$ cat config.mk
export PLATFORM = sky130hd
export DESIGN_NAME = mcbs_decay
export DESIGN_NICKNAME = d
export VERILOG_FILES = /design/src/rtl/core/mcbs_pkg.sv /design/src/rtl/core/mcbs_decay.sv
export SDC_FILE = /design/constraint.sdc
export NUM_CORES = 1
export LEC_CHECK = 0
export BUFFER_PORTS_ARGS = -buffer_cell sky130_fd_sc_hd__buf_2
export CORE_AREA = 2 2 108 131
export DETAILED_ROUTE_END_ITERATION = 6
export DIE_AREA = 0 0 110 133
export MAX_ROUTING_LAYER = met4
export PLACE_DENSITY = 0.57
export SLEW_MARGIN = 0
export SYNTH_ARGS = -nofsm -noshare
export SYNTH_HDL_FRONTEND = slang
export SYNTH_SLANG_ARGS = --single-unit
$ cat constraint.sdc
create_clock -name clk -period 6 [get_ports clk]
set_input_delay 1.2 -clock clk [delete_from_list [all_inputs] [get_ports clk]]
set_output_delay 1.2 -clock clk [all_outputs]
set_load 0.02 [all_outputs]
$ cat src/rtl/core/mcbs_pkg.sv
// Shared types and shift-line operation codes for the bar smoother.
`timescale 1ns / 1ps

package mcbs_pkg;

    typedef logic [1:0] mcbs_op_t;

    localparam mcbs_op_t OP_HOLD = 2'd0;
    localparam mcbs_op_t OP_PUSH = 2'd1;
    localparam mcbs_op_t OP_POP  = 2'd2;
    localparam mcbs_op_t OP_COPY = 2'd3;

    typedef struct packed {
        mcbs_op_t b_op;
        mcbs_op_t a_op;
        mcbs_op_t p_op;
    } mcbs_ctrl_t;

endpackage

$ cat src/rtl/core/mcbs_decay.sv
// Registered carry decay: floor(carry * 2 / 3) by reciprocal multiply.
`timescale 1ns / 1ps

module mcbs_decay
    import mcbs_pkg::*;
#(
    parameter int LEVEL_BITS = 16
)
(
    input  logic                  clk,
    input  logic [LEVEL_BITS-1:0] carry,
    output logic [LEVEL_BITS-1:0] decayed
);

    localparam int MUL_BITS = LEVEL_BITS + 1;
    localparam int SHIFT    = LEVEL_BITS + 2;
    localparam logic [63:0] MUL_FULL = ((64'd1 << SHIFT) + 64'd2) / 64'd3;
    localparam logic [MUL_BITS-1:0] DECAY_MUL = MUL_FULL[MUL_BITS-1:0];

    logic [LEVEL_BITS+MUL_BITS-1:0] product_reg;
    logic [LEVEL_BITS+MUL_BITS-1:0] product_next;

    assign product_next = (LEVEL_BITS + MUL_BITS)'(carry) * (LEVEL_BITS + MUL_BITS)'(DECAY_MUL);

    always_ff @(posedge clk)
    begin
        product_reg <= product_next;
    end

    assign decayed = product_reg[LEVEL_BITS+MUL_BITS-1:MUL_BITS];

endmodule

==> summary.md <==
• run status: finished, final reports clean
• Maximum Capacitance Violations: 0
• actual transition at the worst max-transition pin: 0.497 ns
• Iteration-0 DRC Markers: 205
• DRC violations left: 0
• Detail Placement HPWL: 12100 um
• vias post-DR: 4180
• global-route wire length before repair: 22600 um
• number of enable flip-flop cells after synthesis: 0
• CTS clk-pin slew, worst paths: 0.05 ns
• Bufs on Longest Clock Path: 2
• Area contributors post-synth: ha_1 30%, fa_1 29%, inv_1 13%
• most used flip-flop cell after synthesis: dfxtp_1
• antenna violations before repair: 0
• ys async rst share: 0%
• Initial Utilization: 39.7%
• highest net fanout along the worst path: 7
• total routed wirelength: 13300 um
• fin nets: 866
• sequential fraction of the synthesis area: 5.99%
• startpoint type of the worst setup path: primary input
• buffers inserted by post-CTS timing repair: 0
• number of hold-repair buffers added at the cts stage: 0
• full die area: 14600 um2
• number of instances in the synthesized netlist: 584
• syn nets: 807
• cell with the most instances after synthesis: inv_1
• GR Util All Layers: 20.4%
• post-cts resize count: 0
• cell at the root of the clock tree: clkbuf_16
• share of the synthesized area in the top cell type: 30.0%
• die span in x: 110 um
• PortBufs: 32
• Finish-stage setup viols: 0
• top cell type by total area after synthesis: ha_1
• startpoint-to-endpoint class of the critical path: primary input to flop
• CTS sink cnt: 16
• number of inserted filler cells in the final layout: 1319
• Routed WL per cell: 16.3 um
• count of warnings emitted by yosys: 0
• layout cell share with drive strength beyond 1: 13.6%
• H-tree levels: 1
• arrival time reported for the critical path endpoint: 5.89 ns
• cell total after placement: 809
• clock period minus worst slack: 5.73 ns
• P&R area growth vs syn: 13.4%
• synthesized area per cell: 9.15 um2
• Final Hold Viols: 0
• max frequency: 0.174 GHz
• DIE HEIGHT: 133 um
• class of the tightest hold or removal check: primary input to flop
• number of library cell types mapped by synthesis: 54
• final std cells w/o fill: 813
• clock tree from TritonCTS: yes
• post-route ant nets: 0
• number of flip-flops in the largest register: 16
• synthesized area: 5340 um2
• overflow left after global routing: 0
• number of buffers inserted during clock tree synthesis: 3
• type of destination of the critical path: flop
• final period utilization: 95.5%
• count of pins over their slew limit: 0
• worst slew slack as a fraction of its limit: 66.6%
• worst endpoint required time: 6.16 ns
• area of the core region: 13500 um2
• average via count per standard cell: 5.14
• number of iterations in the first detailed-routing pass: 6
• number of global-route vias before repair: 4705
• Ports: 33
• number of rows created at floorplan: 47
• top cells by count, synth: 179 x inv_1, 128 x ha_1, 78 x fa_1, 23 x a21oi_1, 21 x nand2_1
• number of antenna diodes: 0
• post-synthesis sequential element count: 16
• setup repair after global routing missed its margin: false
• Routability Congestion: 0.981
• maximum number of pins on one net before global-route repair: 10
## final timing paths
check / startpoint / end / slack [ns] / cells past startpoint
max: carry[4] / product_reg[31] / 0.27 / 18
min: carry[15] / product_reg[32] / 1.82 / 5
## critical path, cell delays in order
cell      delay (ns)
buf_2           0.16
ha_1            0.34
fa_1            0.50
inv_1           0.07
fa_1            0.51
inv_1           0.06
fa_1            0.54
inv_1           0.06
fa_1            0.63
inv_1           0.07
ha_1            0.29
ha_1            0.36
nand2_1         0.08
o21ai_1         0.11
and3_1          0.22
a211o_1         0.31
a311o_1         0.29
o311ai_2        0.08
## metal layers
layer	global-route usage [%]	share of wire, %	up-vias
li1	-	-	1994
met1	23.7	40	2064
met2	36.7	53	94
met3	2.02	3.2	28
met4	5.77	3.5	0
met5	-	0	-
## cells by family (layout without fill, tap and decap cells)
| kind of cell | after synthesis | after routing | synth area share [%] |
|---|---|---|---|
| AOI/OAI and AO/OA | 81 | 81 | 10.7 |
| xor gates and xnor gates | 20 | 20 | 3.28 |
| adders and majority gates | 206 | 206 | 59.2 |
| buffers and inverters | 186 | 244 | 13.4 |
| DFF | 16 | 16 | 5.99 |
| muxes | 1 | 1 | 0.187 |
| and+or+nand+nor | 74 | 74 | 7.24 |
## final cells by class
cell class	count	area, um2	area share (%)
Timing Repair Buffer	61	380	6.28
Multi-Input combinational cell	382	4380	72.4
Tap cell	171	214	3.53
Clock buffer	4	88.8	1.47
Inverter	179	672	11.1
Sequential cell	16	320	5.29
## metrics by stage
stage | instance area [um2] | setup slack, ns | utilization (%) | setup TNS [ns] | hold WS [ns]
CTS | 5980 | 0.134 | 44.4 | 0 | 1.80
floorplan | 5340 | 0.444 | - | 0 | 1.54
global route | 6060 | 0.0346 | 45.0 | 0 | 1.87
detailed placement | 5890 | -0.0971 | 43.7 | -0.274 | 1.62
global placement | 5890 | -0.00848 | 43.7 | -0.00848 | 1.62
finish | 6060 | 0.269 | 45.0 | 0 | 1.82
## cell usage in the layout (no fill, tap or decap), types with 4 or more instances in the layout
cell type,count
a21oi_2,4
nand4_1,13
xnor2_1,10
o211ai_1,7
dfxtp_1,16
buf_4,29
ha_1,124
a21oi_1,21
fa_1,78
o21ai_0,6
nand2_1,20
buf_2,31
nand3_1,6
xor2_1,9
a21o_1,13
inv_1,179
nor2_1,13
a31oi_1,4
Power is left out: the tool's default activity adds up to more than one toggle a clock period on the data nets, which glitch-free logic cannot reach.
