File: src/rtl/core/mcbs_pkg.sv
// Shared types and shift-line operation codes for the bar smoother.
`timescale 1ns / 1ps

package mcbs_pkg;

    typedef logic [1:0] mcbs_op_t;

    localparam mcbs_op_t OP_HOLD = 2'd0;
    localparam mcbs_op_t OP_PUSH = 2'd1;
    localparam mcbs_op_t OP_POP  = 2'd2;
    localparam mcbs_op_t OP_COPY = 2'd3;

    typedef struct packed {
        mcbs_op_t b_op;
        mcbs_op_t a_op;
        mcbs_op_t p_op;
    } mcbs_ctrl_t;

endpackage

File: src/rtl/core/mcbs_cell.sv
// One cell of the bar shift lines: raw stack, work line and previous-frame line.
`timescale 1ns / 1ps

module mcbs_cell
    import mcbs_pkg::*;
#(
    parameter int LEVEL_BITS = 16
)
(
    input  logic                  clk,
    input  mcbs_ctrl_t            ctrl,
    input  logic                  is_tail,
    input  logic [LEVEL_BITS-1:0] b_below,
    input  logic [LEVEL_BITS-1:0] b_above,
    input  logic [LEVEL_BITS-1:0] a_lvl_below,
    input  logic [LEVEL_BITS-1:0] a_aux_below,
    input  logic [LEVEL_BITS-1:0] a_lvl_above,
    input  logic [LEVEL_BITS-1:0] a_aux_above,
    input  logic [LEVEL_BITS-1:0] a_lvl_new,
    input  logic [LEVEL_BITS-1:0] a_aux_new,
    input  logic [LEVEL_BITS-1:0] p_above,
    input  logic [LEVEL_BITS-1:0] p_new,
    output logic [LEVEL_BITS-1:0] b_q,
    output logic [LEVEL_BITS-1:0] a_lvl_q,
    output logic [LEVEL_BITS-1:0] a_aux_q,
    output logic [LEVEL_BITS-1:0] p_q
);

    logic [LEVEL_BITS-1:0] b_reg;
    logic [LEVEL_BITS-1:0] b_next;
    logic [LEVEL_BITS-1:0] a_lvl_reg;
    logic [LEVEL_BITS-1:0] a_lvl_next;
    logic [LEVEL_BITS-1:0] a_aux_reg;
    logic [LEVEL_BITS-1:0] a_aux_next;
    logic [LEVEL_BITS-1:0] p_reg;
    logic [LEVEL_BITS-1:0] p_next;

    always_comb
    begin
        case (ctrl.b_op)
            OP_PUSH: b_next = b_below;
            OP_POP:  b_next = b_above;
            default: b_next = b_reg;
        endcase
    end

    always_comb
    begin
        case (ctrl.a_op)
            OP_PUSH:
            begin
                a_lvl_next = a_lvl_below;
                a_aux_next = a_aux_below;
            end
            OP_POP:
            begin
                a_lvl_next = is_tail ? a_lvl_new : a_lvl_above;
                a_aux_next = is_tail ? a_aux_new : a_aux_above;
            end
            default:
            begin
                a_lvl_next = a_lvl_reg;
                a_aux_next = a_aux_reg;
            end
        endcase
    end

    always_comb
    begin
        case (ctrl.p_op)
            OP_POP:  p_next = is_tail ? p_new : p_above;
            OP_COPY: p_next = a_lvl_reg;
            default: p_next = p_reg;
        endcase
    end

    always_ff @(posedge clk)
    begin
        b_reg     <= b_next;
        a_lvl_reg <= a_lvl_next;
        a_aux_reg <= a_aux_next;
        p_reg     <= p_next;
    end

    assign b_q     = b_reg;
    assign a_lvl_q = a_lvl_reg;
    assign a_aux_q = a_aux_reg;
    assign p_q     = p_reg;

endmodule

File: config.mk
export PLATFORM = sky130hd
export DESIGN_NAME = mcbs_cell
export DESIGN_NICKNAME = d
export VERILOG_FILES = /design/src/rtl/core/mcbs_pkg.sv /design/src/rtl/core/mcbs_cell.sv
export SDC_FILE = /design/constraint.sdc
export NUM_CORES = 1
export LEC_CHECK = 0
export BUFFER_PORTS_ARGS = -buffer_cell sky130_fd_sc_hd__buf_2
export CAP_MARGIN = 40
export CORE_AREA = 2 2 89 91
export DETAILED_ROUTE_END_ITERATION = 7
export DIE_AREA = 0 0 91 93
export GPL_TIMING_DRIVEN = 0
export PLACE_DENSITY = 0.86
export SKIP_CTS_REPAIR_TIMING = 1
export SYNTH_ARGS = -nofsm -noshare
export SYNTH_HDL_FRONTEND = slang
export SYNTH_SLANG_ARGS = --single-unit
export TNS_END_PERCENT = 50
File: constraint.sdc
create_clock -name clk -period 2.45 [get_ports clk]
set_input_delay 0.49 -clock clk [delete_from_list [all_inputs] [get_ports clk]]
set_output_delay 0.49 -clock clk [all_outputs]
set_load 0.02 [all_outputs]
==> results of run 1 <==
-- layout by cell type (no fill, tap or decap), types with 4 or more instances in the layout --
| cell | synthesis | layout |
|---|---|---|
| sky130_fd_sc_hd__nor2_1 | 32 | 32 |
| sky130_fd_sc_hd__o21ai_0 | 16 | 16 |
| sky130_fd_sc_hd__buf_2 | 6 | 234 |
| sky130_fd_sc_hd__edfxtp_1 | 64 | 64 |
| sky130_fd_sc_hd__mux2_2 | 16 | 16 |
| sky130_fd_sc_hd__clkbuf_8 | 0 | 9 |
| sky130_fd_sc_hd__a21oi_1 | 32 | 32 |
| sky130_fd_sc_hd__clkbuf_1 | 5 | 6 |
| sky130_fd_sc_hd__inv_1 | 4 | 4 |
| sky130_fd_sc_hd__nand3_1 | 16 | 16 |
| sky130_fd_sc_hd__mux2i_1 | 48 | 48 |
-- metal layers --
layer,part of all wire [%],track usage [%],vias up
met1,38,23.6,1342
met5,0,0,-
li1,-,-,1413
met2,54,38.5,130
met4,1.1,7.20,0
met3,6.3,4.51,10
-- worst min path at each step --
stage / start / to / slack (ps) / cells after the start
finish: b_below[4] / b_q[4]$_DFFE_PP_ / 460 / 2
global route: b_above[6] / b_q[6]$_DFFE_PP_ / 450 / 2
CTS: b_below[4] / b_q[4]$_DFFE_PP_ / 440 / 2
detailed placement: a_lvl_q[0]$_DFFE_PP_ / p_q[0]$_DFFE_PP_ / 580 / 2
global placement: a_lvl_q[0]$_DFFE_PP_ / p_q[0]$_DFFE_PP_ / 570 / 2
floorplan: a_lvl_q[0]$_DFFE_PP_ / p_q[0]$_DFFE_PP_ / 700 / 2
-- flip-flops by register name (all words and copies together) (netlist names) --
signal,count
a_lvl_q,16
b_q,16
a_aux_q,16
p_q,16
-- power by group through the flow --
stage / Combinational (mW) / Sequential, mW / Clock (mW)
finish: 0.721 / 1.43 / 0.981
global route: 0.774 / 1.44 / 1.04
CTS: 0.728 / 1.43 / 0.999
detailed placement: 0.726 / 1.46 / 0
global placement: 0.697 / 1.45 / 0
floorplan: 0.208 / 1.64 / 0
-- cells by family (layout without fill, tap and decap cells) --
kind of cell | after synthesis | count (layout)
and+or+nand+nor | 49 | 49
DFF | 64 | 64
muxes | 64 | 64
AOI/OAI and AO/OA | 48 | 48
adders and majority gates | 2 | 2
buffers and inverters | 25 | 270
-- layout make-up --
cell class                 instances  share of cell area (%)
sequential                        64                    40.6
clock inverter                     6                    1.77
inverter                           4                   0.318
tap                              102                    2.70
buffer                            21                    3.15
multi-input combinational        163                    24.0
clock buffer                      10                    2.70
timing repair buffer             229                    24.7
-- metrics by stage --
stage	setup slack, ps	instances	power [mW]
after floorplan	635	252	1.85
after global placement	262	582	2.15
after global routing	808	599	3.26
final	866	599	3.13
after CTS	869	599	3.16
after detailed placement	510	583	2.18
-- worst register-to-register path: cells and delay by family (launching register included) --
family	cells	cell delay [ps]
flip-flops	1	430
AO/OA/AOI/OAI	1	80
AND/OR/NAND/NOR	1	120
==> results.md, run 1 <==
| Stage | Parameter | Value |
|:---|:---|:---|
| status | Run status | complete, no violations |
| critical path | Crit path max fanout | 17 |
| critical path | Crit path kind | primary input to register |
| clocking | TritonCTS clock tree | yes |
| critical path | Last element of the critical path | a_lvl_q[0]$_DFFE_PP_ |
| detailed routing | Total via count in the routed design | 2895 |
| clocking | H-tree lvl count | 3 |
| placement | Buffers added on ports | 228 |
| critical path | Data arrival time of the critical path | 1620 ps |
| yosys | Sequential element share of the synthesized area | 59.7% |
| finish | Total number of nets in the final design | 662 |
| yosys | Share of flip-flops with an asynchronous set or reset | 0% |
| critical path | Crit path capture type | register |
| sta | Final critical-path share of the clock period | 64.6% |
| power | NetSw | 0.886 mW |
| placement | HPWL after detailed placement | 7300 um |
| yosys | Library cell with the largest summed area after synthesis | sky130_fd_sc_hd__edfxtp_1 |
| detailed routing | Initial DRC Count | 131 |
| global route | Tot GR Track Use | 20.7% |
| floorplan | Core area | 7530 sq um |
| detailed routing | # DRC | 0 |
| global route | Total congestion overflow after global routing | 0 |
| power | Power per cell area | 663 nW/um^2 |
| power | Switching part of the total | 28.3% |
| sta | Worst slew margin | 49.0% |
| critical path | Reg2Reg Setup Slack | 1570 ps |
| yosys | EDFF count, synth | 64 |
| clocking | CTS Sinks | 64 |
| power | Share of power burned in registers | 45.7% |
| clocking | Cell at the root of the clock tree | sky130_fd_sc_hd__clkbuf_8 |
| critical path | Top cell by count, worst path | sky130_fd_sc_hd__inv_1 |
| yosys | Most used standard cells in the synthesized netlist | sky130_fd_sc_hd__edfxtp_1 (64), sky130_fd_sc_hd__mux2i_1 (48), sky130_fd_sc_hd__a21oi_1 (32), sky130_fd_sc_hd__nor2_1 (32) |
| yosys | Leading cell types by total area after synthesis | sky130_fd_sc_hd__edfxtp_1 (60%), sky130_fd_sc_hd__mux2i_1 (15%), sky130_fd_sc_hd__mux2_2 (5.6%) |
| critical path | Critical path's slowest cell | sky130_fd_sc_hd__inv_1 |
| sta | Tmin final | 1580 ps |
| critical path | Family with the most delay on the worst path | buffers and inverters |
| placement | Final weighted congestion in routability-driven placement | 0.846 |
| sta | Setup skew after layout | 5.73 ps |
| sta | Setup-failing EPs final | 0 |
| power | Power share of the combinational group | 23.0% |
| detailed routing | Final ANT Viol Nets | 0 |
| yosys | Number of synthesis warnings | 0 |
| yosys | Post-Syn Instances | 252 |
| critical path | Sort of element at the start of the critical path | primary input |
| critical path | Required time at the worst-slack endpoint | 2490 ps |
| yosys | Synth top area share | 59.7% |
| yosys | Share of the synthesized area in compound gates (AO/OA/AOI/OAI) | 7.46% |
| global route | Wire length of the first global-routing pass | 13800 um |
| finish | Share of cells above drive strength 1 | 55.1% |
| critical path | Critical path depth | 5 |
| critical path | Length in cells of the worst reg-to-reg path | 2 |
| critical path | Buf+Inv Stages, Crit Path | 4 |
| sta | Final Hold Viols | 0 |
| yosys | Multiplexer area fraction after synthesis | 20.5% |
| sta | Max Clock Freq | 631 MHz |
| floorplan | Count of pins on the block boundary | 232 |
| flow run | Count of maximum capacitance violations | 0 |
| floorplan | Chip height | 93 um |
| yosys | Most common flop cell mapped by yosys | sky130_fd_sc_hd__edfxtp_1 |
| finish | Final core utilization | 62.8% |
| finish | Post-layout instance area | 4730 sq um |
| yosys | Synthesized-area fraction occupied by adder cells | 0.777% |
| global route | Initial antenna violation count | 0 |
| detailed routing | First drt pass iteration count | 4 |
| power | Portion of total power attributed to the clock network | 31.3% |
| critical path | Worst path max stage delay | 510 ps |
| yosys | Net count of the mapped netlist | 422 |
| power | Worst IR drop on VDD | 0.383 mV |
| yosys | Leading cell type by number of instances after synthesis | sky130_fd_sc_hd__edfxtp_1 |
| hold path | Type of the tightest min-delay check | primary input to register |
| finish | Filler cells | 613 |
| placement | Area after detailed placement | 4520 sq um |
| global route | Via count of the first global-routing pass | 2948 |
| finish | Multi-input logic area | 1130 sq um |
| yosys | Number of flip-flops and latches in the synthesized netlist | 64 |
| yosys | Number of library cell types mapped by synthesis | 16 |
| yosys | Dominant combinational cell family by area after synthesis | multiplexers |
| critical path | Cell chain of the critical path | buf_2, inv_1, ha_1, inv_1, buf_16 |
| sta | Worst Tran Pin Value | 765 ps |
| clocking | CTS max path bufs | 2 |
| yosys | Cell area after synthesis | 3220 sq um |
| detailed routing | WL final | 9000 um |
| floorplan | DIE WIDTH | 91 um |
| critical path | R2R Path End | p_q[2]$_DFFE_PP_ |
| floorplan | Area enclosed by the die boundary | 8460 sq um |
| sta | Final-layout setup total negative slack | 0 ps |
| sta | Number of pins exceeding their max-slew limit in the final report | 0 |
| finish | Number of inserted diodes | 0 |
| clocking | Number of clock buffers inserted by TritonCTS | 9 |
| critical path | Startpoint of the lowest-slack register-to-register path | a_lvl_q[2]$_DFFE_PP_ |
| sta | Worst hold slack after final layout | 458 ps |
| detailed routing | Detail-routed net length per standard cell | 15.0 um |
| global route | Pin count of the biggest net entering global routing | 18 |
| yosys | Fraction of the mapped netlist area in simple logic gates | 6.49% |
| finish | Area taken by flip-flops and latches | 1920 sq um |
| floorplan | Effective utilization at floorplan | 42.8% |
| power | Internal Dissipation | 2.25 mW |
| sta | Unrepaired setup endpoints after global routing | no |
| yosys | Synthesized-area fraction occupied by xor and xnor cells | 0% |
| floorplan | Std-Cell Rows | 32 |
| detailed routing | Via density per instance | 4.83 |
| finish | Layout-stage area growth over the synthesis result | 46.8% |
| critical path | Worst setup path startpoint | ctrl[2] |
| clocking | Clock slew seen by the registers of the worst setup and hold paths | 70 ps |
| yosys | Mean area per synthesized cell | 12.8 sq um |
| power | Lkg Pwr | 2.27 nW |
| clocking | Skew-Pair Late Insertion Delay | 330 ps |
No activity file was read; power rests on OpenSTA's default activity.
==> inputs of run 2 (changes only) <==
ABC_AREA = 1   (was not set)
CORE_AREA = not set   (was 2 2 89 91)
CORE_ASPECT_RATIO = 0.9   (was not set)
CORE_UTILIZATION = 43   (was not set)
DIE_AREA = not set   (was 0 0 91 93)
PLACE_DENSITY = 0.83   (was 0.86)
clock period = 1.5 ns   (was 2.45 ns; I/O delays follow)
==> run 2 against run 1 <==
Compared with the run above: area after synthesis rose by 13%; first-iteration DRC count rose by 7.6%; via count rose by 30%; clock power rose by 95%; highest routed layer unchanged.
==> results.md, run 2 <==
| Stage | Parameter | Value |
|:---|:---|:---|
| yosys | Share of flip-flops with an asynchronous set or reset | 0% |
| yosys | Number of flip-flops and latches in the synthesized netlist | 64 |
| clocking | Cell at the root of the clock tree | sky130_fd_sc_hd__clkbuf_8 |
| placement | HPWL after detailed placement | 8060 um |
| floorplan | Chip height | 89.1 um |
| sta | Worst Tran Pin Value | 816 ps |
| power | Worst IR drop on VDD | 0.500 mV |
| critical path | Data arrival time of the critical path | 1240 ps |
| finish | Number of non-filler instances in the completed layout | 827 |
| finish | Number of inserted diodes | 0 |
| hold path | Critical hold path startpoint | a_aux_below[13] |
| critical path | Required time at the worst-slack endpoint | 1370 ps |
| yosys | Number of synthesis warnings | 0 |
| critical path | Buf+Inv Stages, Crit Path | 3 |
| sta | Final Hold Viols | 0 |
| sta | Unrepaired setup endpoints after global routing | no |
| global route | Pin count of the biggest net entering global routing | 33 |
| floorplan | DIE WIDTH | 98.8 um |
| yosys | Leading cell type by number of instances after synthesis | sky130_fd_sc_hd__nand2_1 |
| finish | Most common cell after layout, fill and taps aside | sky130_fd_sc_hd__buf_2 |
| power | Lkg Pwr | 3.04 nW |
| critical path | Critical path's slowest cell | sky130_fd_sc_hd__clkinvlp_4 |
| floorplan | Effective utilization at floorplan | 44.7% |
| critical path | Family with the most delay on the worst path | buffers and inverters |
| status | Run status | complete, no violations |
| detailed routing | # DRC | 0 |
| critical path | Cell chain of the critical path | buf_2, inv_1, ha_4, clkinvlp_4 |
| finish | Filler cells | 703 |
| floorplan | Area enclosed by the die boundary | 8810 sq um |
| power | Power per cell area | 1060 nW/um^2 |
| sta | Minimum setup slack in the final design | 131 ps |
| sta | Max Clock Freq | 730 MHz |
| placement | Pre-CTS setup slack | -258 ps |
| yosys | Cell area after synthesis | 3630 sq um |
| clocking | TritonCTS clock tree | yes |
| finish | Share of cells above drive strength 1 | 36.3% |
| power | Final total power | 5.47 mW |
| sta | Setup-failing EPs final | 0 |
| yosys | Mean area per synthesized cell | 7.54 sq um |
| clocking | Clock slew seen by the registers of the worst setup and hold paths | 80 ps |
| yosys | Net count of the mapped netlist | 651 |
| detailed routing | Initial DRC Count | 141 |
| placement | Final weighted congestion in routability-driven placement | 0.828 |
| yosys | Sequential element share of the synthesized area | 53.0% |
| detailed routing | WL final | 10000 um |
| placement | Buffers added on ports | 231 |
| floorplan | Core area | 8110 sq um |
| detailed routing | First drt pass iteration count | 7 |
| finish | Layout-stage area growth over the synthesis result | 42.9% |
| hold path | Type of the tightest min-delay check | primary input to register |
| global route | Tot GR Track Use | 21.6% |
| finish | Multi-input logic area | 1140 sq um |
| global route | Via count of the first global-routing pass | 3205 |
| critical path | Sort of element at the start of the critical path | primary input |
| finish | Total number of nets in the final design | 893 |
| sta | Final-layout setup total negative slack | 0 ps |
| yosys | Synth top area share | 53.0% |
| yosys | EDFF count, synth | 64 |
| critical path | Startpoint of the lowest-slack register-to-register path | a_lvl_q[14]$_DFFE_PP_ |
| detailed routing | Final ANT Viol Nets | 0 |
| yosys | Post-Syn Instances | 481 |
| sta | Number of pins exceeding their max-slew limit in the final report | 0 |
| placement | Number of cells in the design after placement | 811 |
| finish | Area taken by flip-flops and latches | 1920 sq um |
| global route | Wire length of the first global-routing pass | 14500 um |
| detailed routing | Via density per instance | 4.54 |
| yosys | Library cell with the largest summed area after synthesis | sky130_fd_sc_hd__edfxtp_1 |
| floorplan | Std-Cell Rows | 31 |
| detailed routing | Total via count in the routed design | 3753 |
| sta | Tmin final | 1370 ps |
| global route | Initial antenna violation count | 0 |
| clocking | Number of clock buffers inserted by TritonCTS | 9 |
| clocking | CTS max path bufs | 2 |
| critical path | Worst path max stage delay | 530 ps |
| critical path | Crit path kind | primary input to register |
| yosys | Number of library cell types mapped by synthesis | 12 |
| global route | Total congestion overflow after global routing | 0 |
| yosys | Most common flop cell mapped by yosys | sky130_fd_sc_hd__edfxtp_1 |
| sta | Worst slew margin | 45.6% |
| critical path | Crit path capture type | register |
| yosys | Leading cell types by total area after synthesis | sky130_fd_sc_hd__edfxtp_1 (53%), sky130_fd_sc_hd__nand2_1 (22%), sky130_fd_sc_hd__inv_1 (12%) |
| critical path | Crit path max fanout | 32 |
| finish | Most frequent cells in the layout | sky130_fd_sc_hd__buf_2 (241), sky130_fd_sc_hd__nand2_1 (209), sky130_fd_sc_hd__inv_1 (117) |
| floorplan | Count of pins on the block boundary | 232 |
| clocking | H-tree lvl count | 3 |
| flow run | Count of maximum capacitance violations | 0 |
| yosys | Most used standard cells in the synthesized netlist | sky130_fd_sc_hd__nand2_1 (209), sky130_fd_sc_hd__inv_1 (118), sky130_fd_sc_hd__edfxtp_1 (64) |
| clocking | Skew-Pair Late Insertion Delay | 330 ps |
| clocking | CTS Sinks | 64 |
| sta | Setup skew after layout | 7.79 ps |
| critical path | Worst setup path startpoint | ctrl[2] |
| detailed routing | Detail-routed net length per standard cell | 12.1 um |
| sta | Final critical-path share of the clock period | 91.3% |
==> run 2: cell types whose count changed in the layout (fill, tap and decap cells not counted), moves of 32 or more <==
| cell | delta |
|---|---|
| sky130_fd_sc_hd__a21oi_1 | -32 |
| sky130_fd_sc_hd__nand2_1 | +209 |
| sky130_fd_sc_hd__nand3_1 | +32 |
| sky130_fd_sc_hd__mux2i_1 | -48 |
| sky130_fd_sc_hd__nor2_1 | -32 |
| sky130_fd_sc_hd__inv_1 | +113 |
==> run 2: routing by layer <==
layer | vias to the layer above | track usage (%) | wire (um)
met2 | 190 | 39.2 | 5000
met4 | 0 | 12.3 | 314
li1 | 1921 | - | -
met5 | - | 0 | 0
met1 | 1614 | 24.0 | 3960
met3 | 28 | 4.61 | 734
==> run 2: per-stage QoR <==
step | util [%] | area [sq um] | hold slack [ps]
global route | 63.9 | 5180 | 227
global placement | 60.6 | 4910 | 536
CTS | 63.8 | 5170 | 213
detailed placement | 60.6 | 4910 | 540
floorplan | - | 3630 | 486
finish | 63.9 | 5180 | 231
==> run 2: area by class of cell <==
cell class              instances  share of cell area (%)
flip-flops and latches         64                    37.1
repair buffers                231                    22.3
multi-input cells             275                    22.0
inverters                     119                    8.69
clock inverters                 6                    2.54
plain buffers                  23                    2.49
clock buffers                  10                    2.46
well taps                      99                    2.39
==> run 2: cells by family (layout without fill, tap and decap cells) <==
logic type               Yosys count  in the layout  share of synthesized area (%)
flip-flops                        64             64                           53.0
buffers and inverters            142            389                           15.9
AND/OR/NAND/NOR                  257            257                           28.3
adder cells (fa/ha/maj)            2              2                          0.690
AO/OA/AOI/OAI                     16             16                           2.21
==> run 2: path summary, 6_finish.rpt <==
check	endpoint	slack [ps]	cells after the start
max reg2reg	p_q[14]$_DFFE_PP_	680	2
max	a_aux_q[8]$_DFFE_PP_	130	4
min	a_aux_q[13]$_DFFE_PP_	230	3
min reg2reg	p_q[3]$_DFFE_PP_	550	2
==> run 2: tightest hold or removal path, cell delays in order <==
cell and delay [ps]:
sky130_fd_sc_hd__buf_2 70, sky130_fd_sc_hd__nand2_1 40, sky130_fd_sc_hd__nand2_1 50
==> run 2: report_power, final <==
group          leakage (nW)  internal (mW)  switching [mW]
clock network         0.124           1.27           0.647
logic                  2.29          0.455           0.773
registers             0.625           2.26          0.0683
total                  3.04           3.98            1.49
==> inputs of run 3 (changes only) <==
CORE_MARGIN = 2   (was not set)
CORE_UTILIZATION = 39   (was 43)
PLACE_DENSITY = 0.8   (was 0.83)
clock period = 1.1 ns   (was 1.5 ns; I/O delays follow)
==> run 3 against run 2 <==
Compared with the run above: total power up 38%; largest cell class unchanged; sequential power up 38%; first-iteration DRC count up 62%; global-route usage down 1.6 points; critical endpoint is now a_lvl_q[8]; largest power group unchanged; register-to-register slack worse by 560 ps; combinational power up 55%; critical path depth down 3; highest routed layer unchanged; the flow now finishes with violations (setup timing); non-clock buffer count up 7; flip-flop and latch count unchanged; utilization down 4.1 points.
==> results.md, run 3 (synthesis results as in run 2) <==
| Stage | Parameter | Value |
|:---|:---|:---|
| detailed routing | Routed metal-1 wire length | 4440 um |
| hold path | Cells on Worst Hold Path | 3 |
| power | Final total power | 7.56 mW |
| finish | Final core utilization | 59.9% |
| critical path | Critical path's slowest cell | sky130_fd_sc_hd__edfxtp_1 |
| global route | Initial antenna violation count | 0 |
| detailed routing | Wire length on met3 | 788 um |
| finish | Most frequent cells in the layout | sky130_fd_sc_hd__buf_2 (214), sky130_fd_sc_hd__nand2_1 (208), sky130_fd_sc_hd__inv_1 (114) |
| clocking | Clock slew seen by the registers of the worst setup and hold paths | 80 ps |
| finish | Area taken by flip-flops and latches | 1920 sq um |
| detailed routing | Detail-routed net length per standard cell | 12.7 um |
| clocking | Skew-Pair Late Insertion Delay | 320 ps |
| finish | Filler cells | 810 |
| critical path | Data arrival time of the critical path | 920 ps |
| clocking | TritonCTS clock tree | yes |
| power | Lkg Pwr | 3.12 nW |
| floorplan | Std-Cell Rows | 33 |
| critical path | Cell chain of the critical path | buf_6 |
| placement | HPWL after detailed placement | 8530 um |
| finish | Number of inserted diodes | 0 |
| sta | Worst Tran Pin Value | 830 ps |
| sta | Setup skew after layout | 7.67 ps |
| finish | Total number of nets in the final design | 901 |
| sta | Number of pins exceeding their max-slew limit in the final report | 0 |
| floorplan | Core area | 9080 sq um |
| critical path | R2R Path End | p_q[3]$_DFFE_PP_ |
| status | Run status | finished, violations left |
| status | Failing checks | setup timing |
| critical path | Crit path max fanout | 2 |
| global route | Pin count of the biggest net entering global routing | 33 |
| critical path | Family with the most delay on the worst path | flip-flops |
| floorplan | Count of pins on the block boundary | 232 |
| global route | Wire length of the first global-routing pass | 15800 um |
| clocking | H-tree lvl count | 3 |
| finish | Share of cells above drive strength 1 | 38.2% |
| global route | Total congestion overflow after global routing | 0 |
| detailed routing | Total via count in the routed design | 3777 |
| hold path | Endpoint, Worst Hold | a_aux_q[8]$_DFFE_PP_ |
| critical path | Buf+Inv Stages, Crit Path | 1 |
| floorplan | Area enclosed by the die boundary | 10100 sq um |
| sta | Unrepaired setup endpoints after global routing | yes |
| detailed routing | Via density per instance | 4.40 |
| hold path | Critical hold path startpoint | a_aux_below[8] |
| power | Power per cell area | 1390 nW/um^2 |
| detailed routing | Met2 routed wirelength | 5490 um |
| sta | Max Clock Freq | 878 MHz |
| sta | Worst slew margin | 44.6% |
| sta | Minimum setup slack in the final design | -38.9 ps |
| detailed routing | DR top layer | met4 |
| critical path | Worst path max stage delay | 430 ps |
| power | Worst IR drop on VDD | 0.891 mV |
| critical path | Crit path kind | register to output port |
| critical path | Length in cells of the worst reg-to-reg path | 3 |
| placement | Final weighted congestion in routability-driven placement | 0.855 |
| detailed routing | WL final | 10900 um |
| finish | Post-layout instance area | 5440 sq um |
| finish | Multi-input logic area | 1160 sq um |
| detailed routing | First drt pass iteration count | 4 |
| detailed routing | # DRC | 0 |
| placement | Area after detailed placement | 4980 sq um |
| global route | Tot GR Track Use | 20.0% |
| critical path | Reg2Reg Setup Slack | 120 ps |
| sta | Final critical-path share of the clock period | 104% |
| global route | Via count of the first global-routing pass | 3441 |
| finish | Layout-stage area growth over the synthesis result | 49.9% |
| detailed routing | Initial DRC Count | 228 |
| placement | Number of cells in the design after placement | 834 |
| finish | Most common cell after layout, fill and taps aside | sky130_fd_sc_hd__buf_2 |
| clocking | Number of clock buffers inserted by TritonCTS | 9 |
| floorplan | DIE WIDTH | 106 um |
| sta | Tmin final | 1140 ps |
| sta | Setup-failing EPs final | 16 |
| clocking | CTS Sinks | 64 |
| detailed routing | Final ANT Viol Nets | 0 |
| finish | Number of non-filler instances in the completed layout | 858 |
| critical path | Startpoint of the lowest-slack register-to-register path | a_lvl_q[3]$_DFFE_PP_ |
| clocking | Cell at the root of the clock tree | sky130_fd_sc_hd__clkbuf_8 |
| critical path | Crit path capture type | output port |
| critical path | Required time at the worst-slack endpoint | 880 ps |
| floorplan | Effective utilization at floorplan | 39.9% |
| critical path | Sort of element at the start of the critical path | register |
| sta | Final Hold Viols | 0 |
| flow run | Count of maximum capacitance violations | 0 |
| floorplan | Chip height | 95.5 um |
| placement | Buffers added on ports | 231 |
| clocking | CTS max path bufs | 2 |
| hold path | Type of the tightest min-delay check | primary input to register |
run 3: worst max path at each step:
| stage | from | to | slack, ps | depth (start not counted) |
|---|---|---|---|---|
| 6_report | a_lvl_q[8]$_DFFE_PP_ | a_lvl_q[8] | -40 | 1 |
| 5_1_grt | a_lvl_q[7]$_DFFE_PP_ | a_lvl_q[7] | -80 | 1 |
| 4_1_cts | ctrl[2] | a_lvl_q[9]$_DFFE_PP_ | -290 | 4 |
| 3_5_place_dp | ctrl[2] | a_lvl_q[6]$_DFFE_PP_ | -640 | 4 |
| 3_3_place_gp | ctrl[2] | a_lvl_q[9]$_DFFE_PP_ | -600 | 4 |
| 2_1_floorplan | ctrl[2] | a_aux_q[0]$_DFFE_PP_ | -200 | 3 |
run 3: report_power, final:
part / internal (mW) / leakage, nW / switching (mW)
clock network: 1.51 / 0.117 / 0.929
logic: 0.817 / 2.38 / 1.09
registers: 3.08 / 0.625 / 0.135
run 3: cell type report:
cell class                      count  area share, %
Clock buffer                        9           2.28
Inverter                          119           8.49
Buffer                             23           2.53
Timing Repair inverter              1          0.138
Timing Repair Buffer              238           25.0
Sequential cell                    64           35.3
Multi-Input combinational cell    275           21.3
Tap cell                          122           2.81
Clock inverter                      7           2.19
run 3: per-stage QoR:
stage	hold slack [ps]	setup TNS, ps	worst slack (ps)
floorplan	406	-6290	-197
global placement	493	-40220	-605
detailed placement	495	-43060	-644
CTS	142	-9860	-290
global route	151	-2100	-78.3
finish	161	-253	-38.9
run 3: tightest hold or removal path, cell delays in order:
cell	delay, ps
sky130_fd_sc_hd__buf_2	70
sky130_fd_sc_hd__nand2_1	40
sky130_fd_sc_hd__nand2_1	50
run 3: layer usage:
layer | global-route usage, % | up-vias
li1 | - | 1938
met1 | 23.8 | 1660
met2 | 35.9 | 165
met3 | 4.78 | 14
met4 | 6.91 | 0
met5 | 0 | -
